--- config.mk ---
export PLATFORM = sky130hd
export DESIGN_NAME = c6502_ctrl
export DESIGN_NICKNAME = d
export VERILOG_FILES = /design/src/rtl/c6502_pkg.sv /design/src/rtl/c6502_ctrl.sv
export SDC_FILE = /design/constraint.sdc
export NUM_CORES = 1
export LEC_CHECK = 0
export BUFFER_PORTS_ARGS = -buffer_cell sky130_fd_sc_hd__buf_2
export CORE_AREA = 3 3 40 42
export CTS_CLUSTER_DIAMETER = 50
export DETAILED_ROUTE_END_ITERATION = 10
export DIE_AREA = 0 0 43 45
export PLACE_DENSITY = 0.69
export SLEW_MARGIN = 10
export SYNTH_ARGS = -nofsm -noshare
export SYNTH_HDL_FRONTEND = slang
export SYNTH_SLANG_ARGS = --single-unit
export TNS_END_PERCENT = 5
--- constraint.sdc ---
create_clock -name clk -period 1.9 [get_ports clk]
set_input_delay 0.19 -clock clk [delete_from_list [all_inputs] [get_ports clk]]
set_output_delay 0.19 -clock clk [all_outputs]
set_load 0.1 [all_outputs]
--- src/rtl/c6502_pkg.sv ---
// c6502_pkg: types, opcode constants and decode function for the 6502 subset core.
// No dependencies; used by every other file of the block but c6502_in_if.
package c6502_pkg;

  localparam int AddrBits = 16;
  localparam int MemDepth = 1 << AddrBits;
  localparam int ClrCountBits = AddrBits + 1;

  typedef enum logic [1:0] {
    SEL_WRITE = 2'd0,
    SEL_EXEC  = 2'd1,
    SEL_SETPC = 2'd2,
    SEL_NONE  = 2'd3
  } sel_t;

  typedef enum logic [2:0] {
    K_NONE, K_ADC, K_LDA, K_LDX, K_LDY
  } kind_t;

  typedef enum logic [3:0] {
    M_IMM, M_ZP, M_ZPX, M_ZPY, M_ABS, M_ABSX, M_ABSY, M_INDX, M_INDY
  } mode_t;

  typedef enum logic [3:0] {
    ST_CLEAR, ST_IDLE, ST_OPC, ST_LO, ST_HI, ST_PTRLO, ST_PTRHI, ST_VAL, ST_EXEC, ST_OUT
  } state_t;

  // Memory address source chosen by the controller.
  typedef enum logic [2:0] {
    AS_PC, AS_ZP, AS_ZP1, AS_EFF, AS_CLR, AS_IN
  } asel_t;

  typedef struct packed {
    logic   mem_we;
    asel_t  asel;
    logic   mem_re;
    logic   load_in;
    logic   pc_inc;
    logic   pc_load;
    logic   cap_op;
    logic   cap_lo;
    logic   cap_plo;
    logic   cap_val;
    logic   exec;
    logic   set_unk;
    logic   clr_inc;
  } ctl_t;

  typedef struct packed {
    kind_t  kind;
    mode_t  mode;
    logic   clr_done;
  } sts_t;

  localparam logic [7:0] OP_ADC_IMM = 8'h69, OP_ADC_ZP = 8'h65, OP_ADC_ZPX = 8'h75,
    OP_ADC_ABS = 8'h6D, OP_ADC_ABSX = 8'h7D, OP_ADC_ABSY = 8'h79, OP_ADC_INDX = 8'h61,
    OP_ADC_INDY = 8'h71;
  localparam logic [7:0] OP_LDA_IMM = 8'hA9, OP_LDA_ZP = 8'hA5, OP_LDA_ZPX = 8'hB5,
    OP_LDA_ABS = 8'hAD, OP_LDA_ABSX = 8'hBD, OP_LDA_ABSY = 8'hB9, OP_LDA_INDX = 8'hA1,
    OP_LDA_INDY = 8'hB1;
  localparam logic [7:0] OP_LDX_IMM = 8'hA2, OP_LDX_ZP = 8'hA6, OP_LDX_ZPY = 8'hB6,
    OP_LDX_ABS = 8'hAE, OP_LDX_ABSY = 8'hBE;
  localparam logic [7:0] OP_LDY_IMM = 8'hA0, OP_LDY_ZP = 8'hA4, OP_LDY_ZPX = 8'hB4,
    OP_LDY_ABS = 8'hAC, OP_LDY_ABSX = 8'hBC;

  function automatic logic [6:0] decode(input logic [7:0] op);
    kind_t k;
    mode_t m;
    k = K_NONE;
    m = M_IMM;
    unique case (op)
      OP_ADC_IMM:  begin k = K_ADC; m = M_IMM;  end
      OP_ADC_ZP:   begin k = K_ADC; m = M_ZP;   end
      OP_ADC_ZPX:  begin k = K_ADC; m = M_ZPX;  end
      OP_ADC_ABS:  begin k = K_ADC; m = M_ABS;  end
      OP_ADC_ABSX: begin k = K_ADC; m = M_ABSX; end
      OP_ADC_ABSY: begin k = K_ADC; m = M_ABSY; end
      OP_ADC_INDX: begin k = K_ADC; m = M_INDX; end
      OP_ADC_INDY: begin k = K_ADC; m = M_INDY; end
      OP_LDA_IMM:  begin k = K_LDA; m = M_IMM;  end
      OP_LDA_ZP:   begin k = K_LDA; m = M_ZP;   end
      OP_LDA_ZPX:  begin k = K_LDA; m = M_ZPX;  end
      OP_LDA_ABS:  begin k = K_LDA; m = M_ABS;  end
      OP_LDA_ABSX: begin k = K_LDA; m = M_ABSX; end
      OP_LDA_ABSY: begin k = K_LDA; m = M_ABSY; end
      OP_LDA_INDX: begin k = K_LDA; m = M_INDX; end
      OP_LDA_INDY: begin k = K_LDA; m = M_INDY; end
      OP_LDX_IMM:  begin k = K_LDX; m = M_IMM;  end
      OP_LDX_ZP:   begin k = K_LDX; m = M_ZP;   end
      OP_LDX_ZPY:  begin k = K_LDX; m = M_ZPY;  end
      OP_LDX_ABS:  begin k = K_LDX; m = M_ABS;  end
      OP_LDX_ABSY: begin k = K_LDX; m = M_ABSY; end
      OP_LDY_IMM:  begin k = K_LDY; m = M_IMM;  end
      OP_LDY_ZP:   begin k = K_LDY; m = M_ZP;   end
      OP_LDY_ZPX:  begin k = K_LDY; m = M_ZPX;  end
      OP_LDY_ABS:  begin k = K_LDY; m = M_ABS;  end
      OP_LDY_ABSX: begin k = K_LDY; m = M_ABSX; end
      default:     begin k = K_NONE; m = M_IMM; end
    endcase
    return {k, m};
  endfunction

endpackage

--- src/rtl/c6502_ctrl.sv ---
// c6502_ctrl: sequencer that steps one item through its memory reads.
// Depends on c6502_pkg.
module c6502_ctrl (
  input  logic                 clk,
  input  logic                 rst_n,
  input  logic                 in_valid,
  output logic                 in_ready,
  input  logic [1:0]           in_sel,
  output logic                 out_valid,
  input  logic                 out_ready,
  input  c6502_pkg::sts_t      sts,
  output c6502_pkg::ctl_t      ctl
);
  c6502_pkg::state_t state_r, state_nxt;

  always_ff @(posedge clk) begin
    if (!rst_n) state_r <= c6502_pkg::ST_CLEAR;
    else        state_r <= state_nxt;
  end

  always_comb begin
    state_nxt = state_r;
    ctl = '0;
    ctl.asel = c6502_pkg::AS_PC;
    in_ready = 1'b0;
    out_valid = 1'b0;
    unique case (state_r)
      c6502_pkg::ST_CLEAR: begin
        // sweep the memory to zero, one byte a cycle
        ctl.mem_we = 1'b1;
        ctl.asel = c6502_pkg::AS_CLR;
        ctl.clr_inc = 1'b1;
        if (sts.clr_done) state_nxt = c6502_pkg::ST_IDLE;
      end
      c6502_pkg::ST_IDLE: begin
        in_ready = 1'b1;
        if (in_valid) begin
          ctl.load_in = 1'b1;
          unique case (in_sel)
            c6502_pkg::SEL_WRITE: begin
              ctl.mem_we = 1'b1;
              ctl.asel = c6502_pkg::AS_IN;
              state_nxt = c6502_pkg::ST_OUT;
            end
            c6502_pkg::SEL_EXEC: begin
              ctl.mem_re = 1'b1;
              ctl.pc_inc = 1'b1;
              state_nxt = c6502_pkg::ST_OPC;
            end
            c6502_pkg::SEL_SETPC: begin
              ctl.pc_load = 1'b1;
              state_nxt = c6502_pkg::ST_OUT;
            end
            default: state_nxt = c6502_pkg::ST_OUT;
          endcase
        end
      end
      c6502_pkg::ST_OPC: begin
        ctl.cap_op = 1'b1;
        if (sts.kind == c6502_pkg::K_NONE) begin
          ctl.set_unk = 1'b1;
          state_nxt = c6502_pkg::ST_OUT;
        end else begin
          ctl.mem_re = 1'b1;
          ctl.pc_inc = 1'b1;
          state_nxt = c6502_pkg::ST_LO;
        end
      end
      c6502_pkg::ST_LO: begin
        ctl.cap_lo = 1'b1;
        unique case (sts.mode)
          c6502_pkg::M_IMM: state_nxt = c6502_pkg::ST_EXEC;
          c6502_pkg::M_ABS, c6502_pkg::M_ABSX, c6502_pkg::M_ABSY: begin
            ctl.mem_re = 1'b1;
            ctl.pc_inc = 1'b1;
            state_nxt = c6502_pkg::ST_HI;
          end
          c6502_pkg::M_INDX, c6502_pkg::M_INDY: begin
            ctl.mem_re = 1'b1;
            ctl.asel = c6502_pkg::AS_ZP;
            state_nxt = c6502_pkg::ST_PTRLO;
          end
          default: begin
            ctl.mem_re = 1'b1;
            ctl.asel = c6502_pkg::AS_EFF;
            state_nxt = c6502_pkg::ST_VAL;
          end
        endcase
      end
      c6502_pkg::ST_HI: begin
        ctl.mem_re = 1'b1;
        ctl.asel = c6502_pkg::AS_EFF;
        state_nxt = c6502_pkg::ST_VAL;
      end
      c6502_pkg::ST_PTRLO: begin
        ctl.cap_plo = 1'b1;
        ctl.mem_re = 1'b1;
        ctl.asel = c6502_pkg::AS_ZP1;
        state_nxt = c6502_pkg::ST_PTRHI;
      end
      c6502_pkg::ST_PTRHI: begin
        ctl.mem_re = 1'b1;
        ctl.asel = c6502_pkg::AS_EFF;
        state_nxt = c6502_pkg::ST_VAL;
      end
      c6502_pkg::ST_VAL: begin
        ctl.cap_val = 1'b1;
        state_nxt = c6502_pkg::ST_EXEC;
      end
      c6502_pkg::ST_EXEC: begin
        ctl.exec = 1'b1;
        state_nxt = c6502_pkg::ST_OUT;
      end
      c6502_pkg::ST_OUT: begin
        out_valid = 1'b1;
        if (out_ready) state_nxt = c6502_pkg::ST_IDLE;
      end
      default: state_nxt = c6502_pkg::ST_IDLE;
    endcase
  end
endmodule

**Word-level counts from Yosys, hierarchy flattened**

Cells that the tools add are included.

- Bits in read-only memories: 0
- Bits in writable memories: 0
- Latch bits: 0
- Register bits: 4
- Output and inout bits: 17
- Bits of input ports: 14
- Memories kept: 0
- Word-level logic and storage cells: 61

- Eq/ne operators: 19
- $add $sub $neg: 0
- Multipliers: 0
- Bitwise operators: 0
- Shift operators: 0
- Reduce and logical (&&, ||, !) cells: 10
- Order comparisons: 0
- Mux-type cells: 31
- Div/mod/pow operators: 0

Operators by type and width:

| kind | count |
|---|---|
| case mux 4 bit (9 select lines) | 1 |
| == test 4 x 3 -> 1 bit, second input constant | 8 |
| two-way mux 4 bit | 6 |
| two-way mux 1 bit | 17 |
| case mux 3 bit (5 select lines) | 1 |
| == test 4 bit, second input constant | 3 |
| case mux 4 bit (3 select lines) | 1 |
| == test 4 x 2 -> 1 bit, second input constant | 2 |
| zero test 4 bit | 2 |
| two-way mux 8 bit | 1 |
| != test 2 bit, second input constant | 3 |
| OR reduction 3 bit | 2 |
| == test 4 x 1 -> 1 bit, second input constant | 1 |
| case mux 1 bit (4 select lines) | 1 |
| case mux 2 bit (2 select lines) | 1 |
| OR reduction 2 bit | 2 |
| OR reduction 4 bit | 1 |
| zero test 3 bit | 1 |
| case mux 1 bit (3 select lines) | 1 |
| AND reduction 3 bit | 1 |
| == test 2 x 1 -> 1 bit, second input constant | 1 |
| == test 2 bit, second input constant | 1 |
| zero test 2 bit | 1 |
| case mux 1 bit (2 select lines) | 1 |

**Longest topological paths before layout**

Gate-level depths: netlist of run 1.

- Depth in word-level cells: 4
- Gate-level depth with buffers: 6
- Gate-level depth less buffers: 5

**Worst setup path after synthesis of run 1**

OpenSTA, ideal clock, no wires.

- Kind: reg2out
- From: register state_r[2]
- To: output ctl[7] (netlist bit)
- Required time: 1710 ps
- Arrival: 4704 ps
- Buffers on the path: 1
- Stages on the path, launching flop included: 5
- Setup slack: -2994 ps
- Cell sequence: dfxtp_1 -> buf_6 -> nor4b_2 -> nand2_1 -> nor3b_1

RTL lines:

| item | line | text |
|---|---|---|
| start, declared | c6502_ctrl.sv:14 | `c6502_pkg::state_t state_r, state_nxt;` |
| start signal, assigned | c6502_ctrl.sv:17 | `if (!rst_n) state_r <= c6502_pkg::ST_CLEAR;` |
| start signal, assigned | c6502_ctrl.sv:18 | `else state_r <= state_nxt;` |
| end, declared | c6502_ctrl.sv:12 | `output c6502_pkg::ctl_t ctl` |

==> Flow_metrics.wiki, run 1 <==
{| class="wikitable"
! Metric !! Value
|-
| Max reg flops || 4
|-
| Setup tns final || 0 ns
|-
| Most Crowded Layer GR || met2
|-
| Synthesized area per cell || 6.67 sq um
|-
| Number of warnings issued by yosys || 0
|-
| Instance count of the mapped netlist || 70
|-
| Placed wire-length estimate after detailed placement || 1270 microns
|-
| Count of antenna-violating nets left after detailed routing || 0
|-
| Die height || 45 microns
|-
| Final period util || 0.979
|-
| Count of port buffers added during placement || 30
|-
| Nets || 122
|-
| Setup violators final || 0
|-
| Core box area || 1280 sq um
|-
| Weighted congestion reported at the end of routability-driven placement || 0.823
|-
| Area share of the largest cell type after synthesis || 0.172
|-
| Proportion of synthesized chip area in sequential cells || 0.172
|-
| DRC violations left || 0
|-
| CTS tree || done
|-
| Main area contributors after synthesis || sky130_fd_sc_hd__dfxtp_1 (17%), sky130_fd_sc_hd__nand2b_1 (8.0%), sky130_fd_sc_hd__a21oi_1 (6.4%)
|-
| Most frequent cells in the layout || sky130_fd_sc_hd__buf_2 (18), sky130_fd_sc_hd__buf_12 (12), sky130_fd_sc_hd__nand2b_1 (6), sky130_fd_sc_hd__nor2_1 (6), sky130_fd_sc_hd__buf_4 (6)
|-
| Worst setup EP type || output port
|-
| Leakage || 0.427 nW
|-
| Number of ports placed on the die boundary || 31
|-
| TritonCTS buffer count || 3
|-
| Ant. Diodes || 0
|-
| Number of distinct library cell variants in the gate-level netlist after synthesis || 32
|-
| Critical path start-end classification || reg2out
|-
| Routed WL || 1650 microns
|-
| Number of nets in the synthesized netlist || 84
|-
| DR vias || 661
|-
| Post-Route Skew || 0.00162 ns
|-
| Placed Area || 905 sq um
|-
| Die Wd || 43 microns
|-
| Layout filler cell count || 101
|-
| Maximum level of the CTS H-tree || 1
|-
| Initial Utilization || 0.363
|-
| Overall overflow remaining after global route || 0
|-
| Max rail drop VDD || 0.000377 V
|-
| Area leader, netlist || sky130_fd_sc_hd__dfxtp_1
|-
| Worst rel slew slack || 0.678
|-
| Final Util || 0.761
|-
| Layout cell share with drive strength beyond 1 || 0.575
|-
| Count of pins over their slew limit || 0
|-
| Top flop regs || state_r x4
|-
| Post-place setup slack || 0.169 ns
|-
| Latest clock arrival within the worst-skew pair || 0.23 ns
|-
| Row cnt || 13
|-
| Wire length of the first global-routing pass || 2590 microns
|-
| Clk root buf || sky130_fd_sc_hd__clkbuf_4
|-
| CTS max path bufs || 2
|-
| Highest clock frequency the design can meet || 0.538 GHz
|-
| Average wire per cell in the routed design || 13.6 microns
|-
| Syn-to-layout area delta || 110%
|-
| Fin area || 978 sq um
|-
| Vias per std cell || 5.46
|-
| Area enclosed by the die boundary || 1940 sq um
|-
| Least setup slack across all paths after layout || 0.0399 ns
|-
| Post-layout min period || 1.86 ns
|-
| Power density of the placed cells || 466 nW/um^2
|-
| Class of the tightest hold or removal check || in2reg
|-
| Arrival time of data at the critical path endpoint || 1.67 ns
|-
| Total routing usage reported by global routing || 0.175
|-
| Number of detailed-routing iterations run before antenna repair || 4
|-
| Number of hold-repair buffers added at the cts stage || 0
|-
| Largest net degree at the start of global routing || 10
|-
| Initial antenna violation count || 0
|-
| Slew at the pin closest to its max-slew limit || 0.487 ns
|-
| Crit path required time || 1.71 ns
|-
| Setup repair after global routing missed its margin || true
|-
| Non-filler cells in the finished layout || 121
|-
| Register bit count reported by yosys || 4
|-
| Max-cap violation count || 0
|-
| Largest reg by FF count || state_r
|-
| Number of sinks handled by clock tree synthesis || 4
|-
| Startpoint class of the critical path || register
|-
| Met2 track demand over resource || 0.290
|-
| Most common cell after layout, fill and taps aside || sky130_fd_sc_hd__buf_2
|-
| Endpoints failing hold || 0
|-
| M3 GR Usage || 0.0438
|-
| DR iter-0 viols || 14
|-
| Number of placed instances with taps included || 117
|-
| Post-synthesis instance area || 467 sq um
|-
| Met1 Usage GRT || 0.214
|-
| Clock edge transition at the registers on the reported setup and hold paths || 0.03 ns
|-
| Number of global-route vias before repair || 607
|-
| Highest net fanout along the worst path || 9
|-
| Result of the run || finished clean
|}
[layout make-up]
| cell class | count | area, sq um | share of cell area |
|---|---|---|---|
| flip-flops and latches | 4 | 86.3 | 0.0882 |
| inverters | 3 | 15.0 | 0.0153 |
| well taps | 15 | 18.8 | 0.0192 |
| clock buffers | 3 | 22.5 | 0.0230 |
| multi-input cells | 60 | 460 | 0.471 |
| repair buffers | 36 | 375 | 0.384 |
[final timing paths]
| path | start | endpoint | slack [ns] | cells past startpoint |
|---|---|---|---|---|
| max | state_r[1] | ctl[11] | 0.04 | 5 |
| min | rst_n | state_r[1] | 0.25 | 2 |
| max reg2reg | state_r[0] | state_r[3] | 0.47 | 4 |
| min reg2reg | state_r[3] | state_r[2] | 0.55 | 1 |
[critical path: stages, from the launching register on]
cell and delay (ns):
sky130_fd_sc_hd__dfxtp_4 0.36, sky130_fd_sc_hd__nor4b_4 0.32, sky130_fd_sc_hd__nand2_2 0.09, sky130_fd_sc_hd__or3_4 0.37, sky130_fd_sc_hd__o221ai_4 0.09, sky130_fd_sc_hd__buf_12 0.20
[cells in the mapped netlist (all sizes together)]
cell,number
clkbuf,1
nand2,8
nor2,8
nor3,5
a22oi,1
nor3b,2
and3b,1
or4,1
dfxtp,4
a21boi,1
or2,1
inv,3
o221ai,1
o221a,1
a31oi,1
a21o,1
and3,1
or4b,1
nor4b,1
o21ai,6
buf,2
or3,2
or2b,1
a21oi,7
nand2b,6
nand3,1
nor2b,2
[metal layers]
layer  up-vias  share of wire
met5         -              0
met4         0          0.015
met3         2          0.071
met2        29           0.50
met1       303           0.41
li1        327              -
[through the flow]
stage	hold WS, ns	power [mW]
CTS	0.238	0.456
floorplan	0.328	0.255
global placement	0.474	0.347
finish	0.245	0.456
global route	0.246	0.475
detailed placement	0.479	0.350
[power breakdown]
part	internal, mW	total, mW	switching, mW
Clock	0.0703	0.100	0.0297
Sequential	0.0863	0.0907	0.00447
Combinational	0.0924	0.265	0.173
Total	0.249	0.456	0.207
[repair_timing]
| action | CTS | global route |
|---|---|---|
| hold endpoints to repair | 0 | 0 |
| endpoints found under the setup margin | 5 | 6 |
| pin swaps | 1 | 4 |
| gates cloned | 0 | 0 |
| gates resized for setup | 4 | 8 |
| setup buffers | 1 | 0 |
[cell families (layout without fill, tap and decap cells)]
kind of cell,count (synthesis),after routing,synth area share
and+or+nand+nor,41,41,0.509
AOI/OAI and AO/OA,19,19,0.252
buffers and inverters,6,42,0.0670
DFF,4,4,0.172
Power figures use the tool's default switching activity.
==> run 2: changes to the inputs <==
- CORE_AREA: 3 3 40 42 -> default
- CORE_MARGIN: default -> 3
- CORE_UTILIZATION: default -> 36
- DIE_AREA: 0 0 43 45 -> default
- PLACE_DENSITY: 0.69 -> 0.73
- SLEW_MARGIN: 10 -> 20
- clock period: 1.9 -> 1.6 ns (I/O delays scaled with it)
==> Flow_metrics.wiki, run 2 <==
{| class="wikitable"
! Metric !! Value
|-
| Initial Utilization || 0.404
|-
| Number of sinks handled by clock tree synthesis || 4
|-
| Initial antenna violation count || 0
|-
| Die Wd || 42.0 microns
|-
| Area leader, netlist || sky130_fd_sc_hd__dfxtp_1
|-
| Post-synth EDFFs || 0
|-
| Register bit count reported by yosys || 4
|-
| Instance count of the mapped netlist || 70
|-
| Main area contributors after synthesis || sky130_fd_sc_hd__dfxtp_1 (17%), sky130_fd_sc_hd__nand2b_1 (8.0%), sky130_fd_sc_hd__a21oi_1 (6.4%)
|-
| Post-synth ARST share || 0
|-
| Terminating stage of the flow || global routing (5_1_grt)
|-
| Count of port buffers added during placement || 30
|-
| Die height || 42.0 microns
|-
| Area share of the largest cell type after synthesis || 0.172
|-
| Final worst endpoint reported by repair_timing after global routing || ctl[11]
|-
| Number of nets in the synthesized netlist || 84
|-
| Proportion of synthesized chip area in sequential cells || 0.172
|-
| Synthesized area per cell || 6.67 sq um
|-
| Commonest cells in the synthesized netlist || sky130_fd_sc_hd__nand2_1 (8), sky130_fd_sc_hd__nor2_1 (7), sky130_fd_sc_hd__a21oi_1 (6), sky130_fd_sc_hd__nand2b_1 (6)
|-
| Post-place setup slack || -0.0616 ns
|-
| Weighted congestion reported at the end of routability-driven placement || 0.922
|-
| Number of distinct library cell variants in the gate-level netlist after synthesis || 32
|-
| Maximum level of the CTS H-tree || 1
|-
| Placed Area || 1030 sq um
|-
| Cell with the most instances after synthesis || sky130_fd_sc_hd__nand2_1
|-
| Worst endpoint type || primary output
|-
| Row cnt || 12
|-
| Largest net degree at the start of global routing || 12
|-
| Run-stopping error || [ERROR DPL-0033] detailed placement checks failed during check placement.
|-
| Clk root buf || sky130_fd_sc_hd__clkbuf_4
|-
| Number of warnings issued by yosys || 0
|-
| Placed wire-length estimate after detailed placement || 1630 microns
|-
| CTS max path bufs || 2
|-
| TritonCTS buffer count || 3
|-
| Most used flip-flop cell after synthesis || sky130_fd_sc_hd__dfxtp_1
|-
| Post-synthesis instance area || 467 sq um
|-
| Number of ports placed on the die boundary || 31
|-
| Result of the run || did not finish
|}
## run 2: cell counts after synthesis
Identical to the previous run, type by type.
## run 2: cells by family after synthesis
group	Yosys count	synth area share
AND/OR/NAND/NOR	41	0.509
buffers and inverters	6	0.0670
flip-flops	4	0.172
AO/OA/AOI/OAI	19	0.252
## run 2: timing repair
item,4_1_cts
setup buffers,0
hold buffers,0
pin swaps,2
resized for setup,10
setup endpoints to repair,13
## run 2: stage by stage
stage	TNS, ns	std cells
after floorplan	-13.97	70
after global placement	-0.0307	123
after detailed placement	-0.189	123
after CTS	-1.87	126
==> run 3: changes to the inputs <==
- CORE_AREA: default -> 3 3 64 66
- CORE_MARGIN: 3 -> default
- CORE_UTILIZATION: 36 -> default
- CTS_CLUSTER_DIAMETER: 50 -> default
- DIE_AREA: default -> 0 0 67 69
- PLACE_DENSITY: 0.73 -> default
- PLACE_DENSITY_LB_ADDON: default -> 0.15
- clock period: 1.6 -> 2.1 ns (I/O delays scaled with it)
==> Flow_metrics.wiki, run 3 (synthesis gave the netlist of run 1 again) <==
{| class="wikitable"
! Metric !! Value
|-
| Result of the run || finished clean
|-
| Most common cell after layout, fill and taps aside || sky130_fd_sc_hd__buf_2
|-
| CTS tree || done
|-
| Routed WL || 1720 microns
|-
| Setup violators final || 0
|-
| Worst Hold Path EP || state_r[1]
|-
| Post-Route Skew || 0.00127 ns
|-
| Startpoint of the lowest-slack hold path || rst_n
|-
| Worst reg2reg path startpoint || state_r[3]
|-
| Critical path start-end classification || reg2out
|-
| Top flop regs || state_r x4
|-
| Hold Crit Depth || 2
|-
| Count of pins over their slew limit || 0
|-
| Placed Area || 863 sq um
|-
| Endpoints failing hold || 0
|-
| Least setup slack across all paths after layout || 0.102 ns
|-
| Overall overflow remaining after global route || 0
|-
| DR vias || 610
|-
| Count of antenna-violating nets left after detailed routing || 0
|-
| Row cnt || 22
|-
| Number of hold-repair buffers added at the cts stage || 0
|-
| Crit path required time || 1.89 ns
|-
| Layout filler cell count || 423
|-
| Met2 track demand over resource || 0.108
|-
| Number of global-route vias before repair || 570
|-
| Vias per std cell || 4.04
|-
| CTS max path bufs || 2
|-
| Number of sinks handled by clock tree synthesis || 4
|-
| Final period util || 0.952
|-
| Class of the tightest hold or removal check || in2reg
|-
| Max-cap violation count || 0
|-
| Leakage || 0.401 nW
|-
| Most frequent cells in the layout || sky130_fd_sc_hd__buf_2 (22), sky130_fd_sc_hd__buf_12 (8), sky130_fd_sc_hd__nand2b_1 (6), sky130_fd_sc_hd__nor2_1 (6)
|-
| Clock edge transition at the registers on the reported setup and hold paths || 0.03 ns
|-
| Die height || 69 microns
|-
| Number of ports placed on the die boundary || 31
|-
| Post-layout min period || 2.00 ns
|-
| Worst reg2reg path depth || 4
|-
| DRC violations left || 0
|-
| Total power consumption of the routed design || 0.463 mW
|-
| Highest net fanout along the worst path || 9
|-
| Latest clock arrival within the worst-skew pair || 0.21 ns
|-
| Average wire per cell in the routed design || 11.4 microns
|-
| Core box area || 3630 sq um
|-
| Slowest CP cell || sky130_fd_sc_hd__or4b_4
|-
| Worst setup EP type || output port
|-
| Initial antenna violation count || 0
|-
| Cell-by-cell listing of the critical path || or4b_4 -> nor2_2 -> a21oi_2 -> o21ai_4 -> buf_12
|-
| M3 GR Usage || 0.0195
|-
| Max reg flops || 4
|-
| Nets || 119
|-
| Worst reg2reg setup slack || 0.54 ns
|-
| Syn-to-layout area delta || 96.8%
|-
| Startpoint class of the critical path || register
|-
| Setup repair after global routing missed its margin || false
|-
| Die Wd || 67 microns
|-
| Wire length of the first global-routing pass || 2720 microns
|-
| Number of detailed-routing iterations run before antenna repair || 4
|-
| Total routing usage reported by global routing || 0.0751
|-
| Largest reg by FF count || state_r
|-
| Highest clock frequency the design can meet || 0.500 GHz
|-
| Max rail drop VDD || 0.000122 V
|-
| DR iter-0 viols || 24
|-
| Post-place setup slack || 0.218 ns
|-
| Ant. Diodes || 0
|-
| Met1 Usage GRT || 0.106
|-
| Largest net degree at the start of global routing || 14
|-
| Maximum level of the CTS H-tree || 1
|-
| Worst rel slew slack || 0.672
|-
| Slowest Stage Delay on Critical Path || 0.53 ns
|-
| Placed wire-length estimate after detailed placement || 1480 microns
|-
| TritonCTS buffer count || 3
|-
| Most Crowded Layer GR || met2
|-
| Weighted congestion reported at the end of routability-driven placement || 0.781
|-
| Slew at the pin closest to its max-slew limit || 0.496 ns
|-
| Initial Utilization || 0.128
|-
| Fin area || 918 sq um
|-
| Power density of the placed cells || 505 nW/um^2
|-
| Arrival time of data at the critical path endpoint || 1.79 ns
|-
| Layout cell share with drive strength beyond 1 || 0.524
|-
| Count of port buffers added during placement || 30
|-
| Reg-to-reg endpoint || state_r[0]
|-
| Area enclosed by the die boundary || 4620 sq um
|-
| Clk root buf || sky130_fd_sc_hd__clkbuf_8
|}
-- run 3: area by class of cell --
class | instances | area, sq um | share of cell area
clock buffer | 3 | 41.3 | 0.0450
tap | 48 | 60.1 | 0.0654
inverter | 3 | 15.0 | 0.0163
multi-input combinational | 60 | 428 | 0.466
timing repair buffer | 33 | 293 | 0.319
sequential | 4 | 81.3 | 0.0886
-- run 3: per-stage QoR --
stage	instances	hold slack [ns]	utilization	TNS, ns
final	151	0.278	0.253	0
after global routing	151	0.285	0.253	0
after detailed placement	147	0.499	0.238	0
after global placement	147	0.495	0.238	0
after CTS	150	0.277	0.249	0
after floorplan	70	0.348	-	-6.89
-- run 3: how the worst max path moves through the flow --
stage | start | endpoint | slack, ns
CTS | state_r[2] | ctl[11] | 0.0007
finish | state_r[1] | ctl[10] | 0.10
global placement | state_r[2] | ctl[11] | 0.25
global route | state_r[1] | ctl[10] | 0.0003
floorplan | state_r[2] | ctl[7] | -0.81
detailed placement | state_r[2] | ctl[11] | 0.22
-- run 3: routing by layer --
metal | vias to the layer above | wire length, microns
met5 | - | 0
met1 | 271 | 844
li1 | 315 | -
met2 | 22 | 729
met3 | 2 | 134
met4 | 0 | 8
-- run 3: what timing repair did --
action,in CTS,in global routing
pin swaps,1,1
setup endpoints to repair,1,3
buffers inserted,0,1
resized for setup,0,2
-- run 3: critical path: cells and delay by family, from the launching register on --
family / cells / cell delay (ns)
buffers and inverters: 1 / 0.19
flip-flops: 1 / 0.49
AND/OR/NAND/NOR: 2 / 0.71
AO/OA/AOI/OAI: 2 / 0.18
-- run 3: power by group --
part | internal [mW] | switching [mW] | total (mW)
Sequential | 0.0792 | 0.00300 | 0.0822
Clock | 0.122 | 0.0343 | 0.156
Combinational | 0.0728 | 0.152 | 0.225
==> run 4: changes to the inputs <==
- SETUP_SLACK_MARGIN: default -> 0.15
==> Flow_metrics.wiki, run 4 (synthesis gave the netlist of run 1 again) <==
{| class="wikitable"
! Metric !! Value
|-
| Result of the run || finished clean
|-
| Maximum level of the CTS H-tree || 1
|-
| Weighted congestion reported at the end of routability-driven placement || 0.781
|-
| Critical path start-end classification || reg2out
|-
| Total area of multi-input combinational cells || 433 sq um
|-
| DR iter-0 viols || 25
|-
| Clock edge transition at the registers on the reported setup and hold paths || 0.03 ns
|-
| Max-cap violation count || 0
|-
| Most frequent cells in the layout || sky130_fd_sc_hd__buf_2 (21), sky130_fd_sc_hd__buf_12 (8), sky130_fd_sc_hd__nand2b_1 (6), sky130_fd_sc_hd__nor2_1 (6)
|-
| Largest net degree at the start of global routing || 14
|-
| Initial antenna violation count || 0
|-
| Count of pins over their slew limit || 0
|-
| Layout cell share with drive strength beyond 1 || 0.534
|-
| Number of sinks handled by clock tree synthesis || 4
|-
| Clk root buf || sky130_fd_sc_hd__clkbuf_8
|-
| Final period util || 0.921
|-
| Routed WL || 1750 microns
|-
| Placed Area || 863 sq um
|-
| Ant. Diodes || 0
|-
| Number of detailed-routing iterations run before antenna repair || 4
|-
| Endpoints failing hold || 0
|-
| Initial Utilization || 0.128
|-
| Fin area || 927 sq um
|-
| Die height || 69 microns
|-
| CTS max path bufs || 2
|-
| Count of antenna-violating nets left after detailed routing || 0
|-
| Area enclosed by the die boundary || 4620 sq um
|-
| Wire length of the first global-routing pass || 2750 microns
|-
| Number of global-route vias before repair || 572
|-
| Top flop regs || state_r x4
|-
| Total power consumption of the routed design || 0.465 mW
|-
| Count of port buffers added during placement || 30
|-
| Class of the tightest hold or removal check || in2reg
|-
| Vias per std cell || 4.03
|-
| CTS tree || done
|-
| DR vias || 609
|-
| Number of hold-repair buffers added at the cts stage || 0
|-
| Average wire per cell in the routed design || 11.6 microns
|-
| Post-Route Skew || 0.00156 ns
|-
| Slew at the pin closest to its max-slew limit || 0.496 ns
|-
| Arrival time of data at the critical path endpoint || 1.73 ns
|-
| Post-place setup slack || 0.218 ns
|-
| Setup violators final || 0
|-
| Placed wire-length estimate after detailed placement || 1480 microns
|-
| Row cnt || 22
|-
| Overall overflow remaining after global route || 0
|-
| DRC violations left || 0
|-
| Nets || 119
|-
| Worst setup EP type || output port
|-
| Crit path required time || 1.89 ns
|-
| Setup tns final || 0 ns
|-
| Power density of the placed cells || 502 nW/um^2
|-
| Leakage || 0.401 nW
|-
| Most common cell after layout, fill and taps aside || sky130_fd_sc_hd__buf_2
|-
| Latest clock arrival within the worst-skew pair || 0.21 ns
|-
| Post-layout min period || 1.94 ns
|-
| TritonCTS buffer count || 3
|-
| Worst rel slew slack || 0.672
|-
| Syn-to-layout area delta || 98.7%
|-
| Area occupied by registers || 82.6 sq um
|-
| Highest net fanout along the worst path || 13
|-
| Die Wd || 67 microns
|-
| Max reg flops || 4
|-
| Setup repair after global routing missed its margin || true
|-
| Least setup slack across all paths after layout || 0.165 ns
|-
| Core box area || 3630 sq um
|-
| Max rail drop VDD || 0.000122 V
|-
| Total routing usage reported by global routing || 0.0761
|-
| Layout filler cell count || 419
|-
| Largest reg by FF count || state_r
|-
| Startpoint class of the critical path || register
|-
| Number of ports placed on the die boundary || 31
|-
| Highest clock frequency the design can meet || 0.517 GHz
|}
## run 4: critical path, stage by stage, from the launching register on
cell	delay [ns]
sky130_fd_sc_hd__dfxtp_1	0.34
sky130_fd_sc_hd__buf_4	0.20
sky130_fd_sc_hd__or4_1	0.63
sky130_fd_sc_hd__inv_1	0.15
sky130_fd_sc_hd__buf_12	0.18
## run 4: final timing paths
check | endpoint | depth (start not counted) | start | slack [ns]
worst min-delay path | state_r[1] | 2 | rst_n | 0.27
worst max-delay path | ctl[0] | 4 | state_r[3] | 0.16
worst min register to register | state_r[2] | 2 | state_r[3] | 0.75
worst max register to register | state_r[0] | 4 | state_r[3] | 0.54
## run 4: final cells by class
type	count	area share
well taps	48	0.0648
inverters	3	0.0162
multi-input cells	60	0.467
flip-flops and latches	4	0.0891
clock buffers	3	0.0445
repair buffers	33	0.318
## run 4: where the power goes
group	switching (mW)	total, mW	internal, mW
combinational	0.153	0.226	0.0730
clock	0.0347	0.156	0.122
sequential	0.00306	0.0823	0.0793
## run 4: routing by layer
metal  routed length [microns]  up-vias  part of all wire  GRT usage
met2                       737       22              0.42      0.108
met1                       868      271              0.50      0.109
li1                          -      314                 -          -
met3                       134        2             0.077     0.0195
met4                         8        0            0.0046     0.0270
met5                         0        -                 0          0
## run 4: timing repair
| action | 4_1_cts | 5_1_grt |
|---|---|---|
| resized for setup | 3 | 2 |
| buffers inserted | 1 | 0 |
| pin swaps | 1 | 0 |
| endpoints found under the setup margin | 7 | 7 |
## run 4: through the flow
stage                     instances  hold slack (ns)   util
after global routing            151            0.285  0.255
after detailed placement        147            0.499  0.238
final                           151            0.272  0.255
after global placement          147            0.495  0.238
after CTS                       151            0.270  0.253
after floorplan                  70            0.348      -
